## config.mk

```make
export PLATFORM = sky130hd
export DESIGN_NAME = tlqe_corner_seq
export DESIGN_NICKNAME = d
export VERILOG_FILES = /design/src/rtl/core/tlqe_pkg.sv /design/src/rtl/core/tlqe_corner_seq.sv
export SDC_FILE = /design/constraint.sdc
export NUM_CORES = 1
export LEC_CHECK = 0
export BUFFER_PORTS_ARGS = -buffer_cell sky130_fd_sc_hd__buf_4
export CAP_MARGIN = 20
export CELL_PAD_IN_SITES_DETAIL_PLACEMENT = 1
export CELL_PAD_IN_SITES_GLOBAL_PLACEMENT = 1
export CORE_ASPECT_RATIO = 1.5
export CORE_MARGIN = 2
export CORE_UTILIZATION = 40
export DETAILED_ROUTE_END_ITERATION = 7
export PLACE_DENSITY = 0.88
export SYNTH_ARGS = -nofsm -noshare
export SYNTH_HDL_FRONTEND = slang
export SYNTH_SLANG_ARGS = --single-unit
```

## constraint.sdc

```tcl
create_clock -name clk -period 6.2 [get_ports clk]
set_input_delay 1.86 -clock clk [delete_from_list [all_inputs] [get_ports clk]]
set_output_delay 1.86 -clock clk [all_outputs]
set_load 0.01 [all_outputs]
```

## src/rtl/core/tlqe_pkg.sv

```systemverilog
// Shared types and constants for the thick line quad expander.
`default_nettype none
package tlqe_pkg;

    localparam int PosW     = 16;   // Q12.4 positions
    localparam int ColorW   = 32;
    localparam int LineWW   = 12;   // Q8.4 width
    localparam int ResW     = 14;
    localparam int OutW     = 16;   // Q2.14 device coordinates
    localparam int CfgIdxW  = 1;
    localparam int MagW     = 16;   // |end - start|
    localparam int SqW      = 32;
    localparam int L2W      = 33;
    localparam int RadW     = 50;   // L2 << 16, padded to an even width
    localparam int RootW    = 25;
    localparam int RootRemW = 27;
    localparam int OffQW    = 19;   // offset magnitude, Q.12
    localparam int OffNumW  = 43;
    localparam int OffW     = 20;   // signed offset
    localparam int PtW      = 25;   // corner position, Q.12
    localparam int NdcNumW  = 31;
    localparam int NdcDenW  = 15;
    localparam int NdcQW    = 17;

    localparam logic [CfgIdxW-1:0] RegScreenWidth  = 1'b0;
    localparam logic [CfgIdxW-1:0] RegScreenHeight = 1'b1;

    localparam logic [ResW-1:0] ScreenWidthRst  = 14'd1920;
    localparam logic [ResW-1:0] ScreenHeightRst = 14'd1080;

    localparam logic [1:0] SlotStartMinus = 2'd0;
    localparam logic [1:0] SlotEndMinus   = 2'd1;
    localparam logic [1:0] SlotStartPlus  = 2'd2;
    localparam logic [1:0] SlotEndPlus    = 2'd3;

    typedef struct packed {
        logic signed [PosW-1:0]   sx;
        logic signed [PosW-1:0]   sy;
        logic signed [PosW-1:0]   ex;
        logic signed [PosW-1:0]   ey;
        logic        [ColorW-1:0] color;
        logic        [LineWW-1:0] width;
    } line_t;

    typedef struct packed {
        line_t             line;
        logic              neg_x;
        logic              neg_y;
        logic [MagW-1:0]   mag_x;
        logic [MagW-1:0]   mag_y;
    } dir_t;

    typedef struct packed {
        line_t             line;
        logic              neg_x;
        logic              neg_y;
        logic [RootW-1:0]  len;
        logic [OffNumW-1:0] rem_x;
        logic [OffNumW-1:0] rem_y;
        logic [OffQW-1:0]  q_x;
        logic [OffQW-1:0]  q_y;
    } offdiv_t;

    typedef struct packed {
        line_t                 line;
        logic signed [OffW-1:0] vx;
        logic signed [OffW-1:0] vy;
    } corner_t;

    typedef struct packed {
        logic signed [PtW-1:0] px;
        logic signed [PtW-1:0] py;
        logic [ColorW-1:0]     color;
        logic [1:0]            slot;
        logic                  last;
    } vtx_t;

    typedef struct packed {
        logic [NdcNumW-1:0] rem;
        logic [NdcDenW-1:0] den;
        logic               neg;
        logic               ovf;
        logic [NdcQW-1:0]   q;
    } ndc_div_t;

    typedef struct packed {
        ndc_div_t          x;
        ndc_div_t          y;
        logic [ColorW-1:0] color;
        logic [1:0]        slot;
        logic              last;
    } ndc_t;

endpackage
`default_nettype wire

```

## src/rtl/core/tlqe_corner_seq.sv

```systemverilog
// Corner sequencer: holds one line and issues its four corners, one per cycle while not stalled.
`default_nettype none
module tlqe_corner_seq (
    input  wire logic              clk,
    input  wire logic              rst_n,
    input  wire logic              adv,
    input  wire logic              in_valid,
    input  wire tlqe_pkg::corner_t in_corner,
    output logic                   ready,
    output logic                   out_valid,
    output tlqe_pkg::vtx_t         out_vtx
);

    tlqe_pkg::corner_t cur_reg;
    logic              busy_reg;
    logic [1:0]        slot_reg;
    logic signed [tlqe_pkg::PosW-1:0] bx;
    logic signed [tlqe_pkg::PosW-1:0] by;
    logic signed [tlqe_pkg::PtW-1:0]  ox;
    logic signed [tlqe_pkg::PtW-1:0]  oy;
    logic                             at_end;
    logic                             plus_side;

    assign ready = !busy_reg || (slot_reg == tlqe_pkg::SlotEndPlus);

    always_ff @(posedge clk or negedge rst_n)
    begin
        if (!rst_n)
        begin
            busy_reg <= 1'b0;
            slot_reg <= tlqe_pkg::SlotStartMinus;
        end
        else if (adv)
        begin
            if (ready)
            begin
                busy_reg <= in_valid;
                slot_reg <= tlqe_pkg::SlotStartMinus;
            end
            else
            begin
                slot_reg <= slot_reg + 2'd1;
            end
        end
    end

    always_ff @(posedge clk)
    begin
        if (adv && ready)
        begin
            cur_reg <= in_corner;
        end
    end

    // odd slots use the end point, upper slots the plus side
    always_comb
    begin
        at_end    = slot_reg inside {tlqe_pkg::SlotEndMinus, tlqe_pkg::SlotEndPlus};
        plus_side = slot_reg inside {tlqe_pkg::SlotStartPlus, tlqe_pkg::SlotEndPlus};
        bx = at_end ? cur_reg.line.ex : cur_reg.line.sx;
        by = at_end ? cur_reg.line.ey : cur_reg.line.sy;
        ox = {{(tlqe_pkg::PtW-tlqe_pkg::OffW){cur_reg.vy[tlqe_pkg::OffW-1]}}, cur_reg.vy};
        oy = {{(tlqe_pkg::PtW-tlqe_pkg::OffW){cur_reg.vx[tlqe_pkg::OffW-1]}}, cur_reg.vx};
        out_vtx.px    = {bx[tlqe_pkg::PosW-1], bx, 8'b0} + (plus_side ? -ox : ox);
        out_vtx.py    = {by[tlqe_pkg::PosW-1], by, 8'b0} + (plus_side ? oy : -oy);
        out_vtx.color = cur_reg.line.color;
        out_vtx.slot  = slot_reg;
        out_vtx.last  = (slot_reg == tlqe_pkg::SlotEndPlus);
    end

    assign out_valid = busy_reg;

endmodule
`default_nettype wire

```

# After elaboration in Yosys (flattened, before gate mapping)
# Index checks and enable logic that the tools add are counted.
op_classes:
  muxes: 5
  n_addsub: 5
  eq_ne: 3
  n_reduce_logical: 6
ops:
  columns: ["cell", "n"]
  rows:
  - ["$add 25x25->25", 2]
  - ["$mux 25", 2]
  - ["$neg 25->25", 2]
  - ["$mux 16", 2]
  - ["$eq 2x2->1 const B", 2]
  - ["$reduce_bool 2->1", 2]
  - ["$add 2x1->2 const B", 1]
  - ["$eq 2x1->1 const B", 1]
  - ["$mux 2", 1]
  - ["$reduce_and 2->1", 1]
  - ["$logic_and 1x1->1", 1]
  - ["$logic_not 1->1", 1]
  - ["$logic_or 1x1->1", 1]
totals:
  regBits: 139
  elab_cells: 28

# Depth between registers and ports, before layout
logic_depth:
  depth_word: 4
  depth_mapped: 15
  depth_no_buf: 14

# Least setup slack after synthesis
# OpenSTA, ideal clock, no wires.
synth_timing:
  path_kind: "input to register"
  startpoint: "input port adv"
  endpoint: "register busy_reg (netlist: out_valid)"
  required_ns: 6.119
  slack_ns: 0.544
  path_buffers: 0
  path_stages: 2
  arrival_time_ns: 5.575
  path_cell_list: "and2_1 -> mux2_2"
synth_between:
  elab_chain_len: 1
synth_lines:
  columns: ["element", "line", "text"]
  rows:
  - ["start, declared", "tlqe_corner_seq.sv:6", "input wire logic adv,"]
  - ["$reduce_and 2->1 (no line)", null, null]
  - ["end signal, assigned", "tlqe_corner_seq.sv:37", "busy_reg <= in_valid;"]
  - ["end, declared", "tlqe_corner_seq.sv:15", "logic busy_reg;"]
# Every way passes these cells.
# A chain may end at the register's enable or synchronous reset.

==> impl_metrics.tcl <==
set metrics [dict create \
    status "finished clean" \
    via_per_inst 5.153 \
    synth_top_area_share_pct 55.86 \
    cts_root_buf "clkbuf_16" \
    yosysSeqAreaShare_pct 56.89 \
    endpoint_kind "primary output" \
    p_leak_nw 3.969 \
    synthFlopType "edfxtp_1" \
    worstMarginPinSlew_ns 0.9249 \
    ios 239 \
    drtIter0Drc 195 \
    cts_sinks 139 \
    fin_crit_sh_pct 96.84 \
    grt_pass1_wl_mm 28.55 \
    synth_cell_types 53 \
    cp.required_ns 4.34 \
    clk-insertion-delay-late_ns 0.42 \
    synthMostInstantiatedCell "edfxtp_1" \
    max_clock_freq_mhz 166.6 \
    setup_violations 0 \
    drc_errors 0 \
    diodes 0 \
    skew_ns 0.01608 \
    wirelength_mm 19.16 \
    initial_utilization_pct 40.75 \
    irDropWorstVdd_mv 0.2274 \
    finalNonFillerCells 1001 \
    cp_max_fo 8 \
    drv_cap 0 \
    htree_levels 4 \
    hold_violations 0 \
    area_delta_synth_final_pct 32.30 \
    critPathLaunchType "register" \
    total_power_mw 5.929 \
    hp-class "reg2reg" \
    synth.area.top_cells "edfxtp_1 56%, ha_1 6.3%, mux2_2 5.7%" \
    cts_tree "done" \
    report.final.slew_viol_count 0 \
    post_route_cells_drive_above_1_share_pct 39.92 \
    cts-hold-fix-buffers 0 \
    place_congestion 0.8425 \
    grt_max_degree 72 \
    synth_edf_count 136 \
    core_um2 17940 \
    dp_cells 969 \
    critical_path_class "reg2out" \
    synth_seq_cells 139 \
    cts_buffers 17 \
    grt_pass1_vias 5763 \
    syn_area_um2 7311 \
    syn_inst 568 \
    ant_nets 0 \
    grt.overflow.total 0 \
    nNetsFinal 963 \
    synth-async-reset-ratio_pct 2.158 \
    std_cell_rows 60 \
    syn_nets 759 \
    die_y_um 169.6 \
    die-area_um2 19400 \
    vias 5158 \
    period_minus_slack_ns 6.004 \
    firstDrtPassIters 4 \
    wl_per_cell_um 19.14 \
    synth_common_cells "136 x edfxtp_1, 41 x a21oi_1, 39 x xnor2_1" \
    avgSynthCellArea_um2 12.87 \
    fin_hold_ws_ns 0.5521 \
    rsz0062_at_grt "false" \
    largest_reg_flops 104 \
    port-buffer-count 226 \
    antenna_found_initial 0 \
    path_clk_slew_ns 0.06 \
    final_util_pct 53.91 \
    yosysTopAreaCell "edfxtp_1" \
    finalSetupTns_ns 0 \
    power_density_nw_per_um2 613.0 \
    gr-usage-all-layers_pct 19.50 \
    clockBufferDepth 2 \
    slew_headroom_pct 38.34 \
    yosys_warnings 0 \
    die_w_um 114.4 \
    cp.arrival_ns 4.14 \
    dpl.hpwl_mm 14.90 \
]
## layer usage
layer	GRT usage, %	wire, µm	vias to the layer above	part of all wire, %
met2	40.78	11490	158	60
li1	-	-	2493	-
met5	0	0	-	0
met4	8.059	471	0	2.5
met3	4.107	931	23	4.9
met1	17.02	6263	2484	33
## power by group
part | switching (mW) | leakage (nW) | internal, mW | total, mW
sequential | 0.0908 | 1.32 | 1.28 | 1.37
clock | 0.380 | 0.275 | 0.623 | 1.00
combinational | 1.90 | 2.38 | 1.66 | 3.56
total | 2.37 | 3.97 | 3.56 | 5.93
## layout make-up
class,instances,area [µm²]
Inverter,18,67.56
Multi-Input combinational cell,362,2811
Fill cell,1847,8270
Sequential cell,139,4159
Tap cell,217,271.5
Timing Repair Buffer,234,1782
Clock buffer,17,425.4
Clock inverter,14,155.1
## cell usage in the layout (no fill, tap or decap), drive strengths merged, types with 4 or more instances in the layout
cell type / netlist / routed
xor2: 23 / 23
inv: 18 / 18
mux2: 37 / 37
and2: 4 / 4
nor4: 7 / 7
clkinv: 0 / 8
xnor2: 40 / 40
o21bai: 5 / 5
nor3: 7 / 7
nand4: 4 / 4
o31ai: 8 / 8
and3: 6 / 6
o21ai: 23 / 23
nand3: 11 / 11
nor2: 34 / 34
ha: 37 / 37
a211oi: 4 / 4
a21oi: 41 / 41
nand2: 15 / 15
clkbuf: 15 / 17
a21o: 12 / 12
edfxtp: 136 / 136
buf: 34 / 234
## worst max-delay path: stages, from the launching register on
cell and delay [ns]:
edfxtp_1 0.45, or4_4 0.57, or3_4 0.37, nor2_1 0.24
a21oi_1 0.18, xor2_1 0.18, ha_1 0.40, a21oi_2 0.27
o211a_1 0.19, o21a_1 0.16, nor2_1 0.08, a311oi_1 0.32
xor2_1 0.18, buf_4 0.14
## path summary, 6_finish.rpt
check,from,end,slack (ns),cells after the start
max in group asynchronous,rst_n,slot_reg[1]$_DFFE_PN0P_,4.88,1
min in group asynchronous,rst_n,out_valid$_DFFE_PN0P_,1.22,1
setup reg to reg,slot_reg[1]$_DFFE_PN0P_,out_valid$_DFFE_PN0P_,3.56,5
setup / recovery,cur_reg[10]$_DFFE_PP_,out_vtx[84],0.20,13
hold reg to reg,out_valid$_DFFE_PN0P_,out_valid$_DFFE_PN0P_,0.55,1
hold / removal,out_valid$_DFFE_PN0P_,out_valid$_DFFE_PN0P_,0.55,1
## repair_timing
| item | CTS | global route |
|---|---|---|
| hold endpoints to repair | 0 | 0 |
| setup buffers | 0 | 1 |
| endpoints found under the setup margin | 0 | 8 |
| resized for setup | 0 | 5 |
## cells by family (layout without fill, tap and decap cells)
family / count (synthesis) / count (layout) / share of synthesized area [%]
AOI/OAI and AO/OA: 115 / 115 / 9.892
xor gates and xnor gates: 63 / 63 / 7.650
adders and majority gates: 39 / 39 / 6.880
buffers and inverters: 67 / 283 / 5.186
DFF: 139 / 139 / 56.89
muxes: 39 / 39 / 5.973
and+or+nand+nor: 106 / 106 / 7.530
## stage by stage
| step | worst slack [ns] | cell area, µm² |
|---|---|---|
| 2_1_floorplan | 0.5443 | 7311 |
| 3_3_place_gp | 0.5977 | 9057 |
| 3_5_place_dp | 0.4761 | 9057 |
| 4_1_cts | 0.01826 | 9638 |
| 5_1_grt | 0.03069 | 9672 |
| 6_report | 0.1960 | 9672 |
Note: power is estimated with default switching activity, not from simulation.
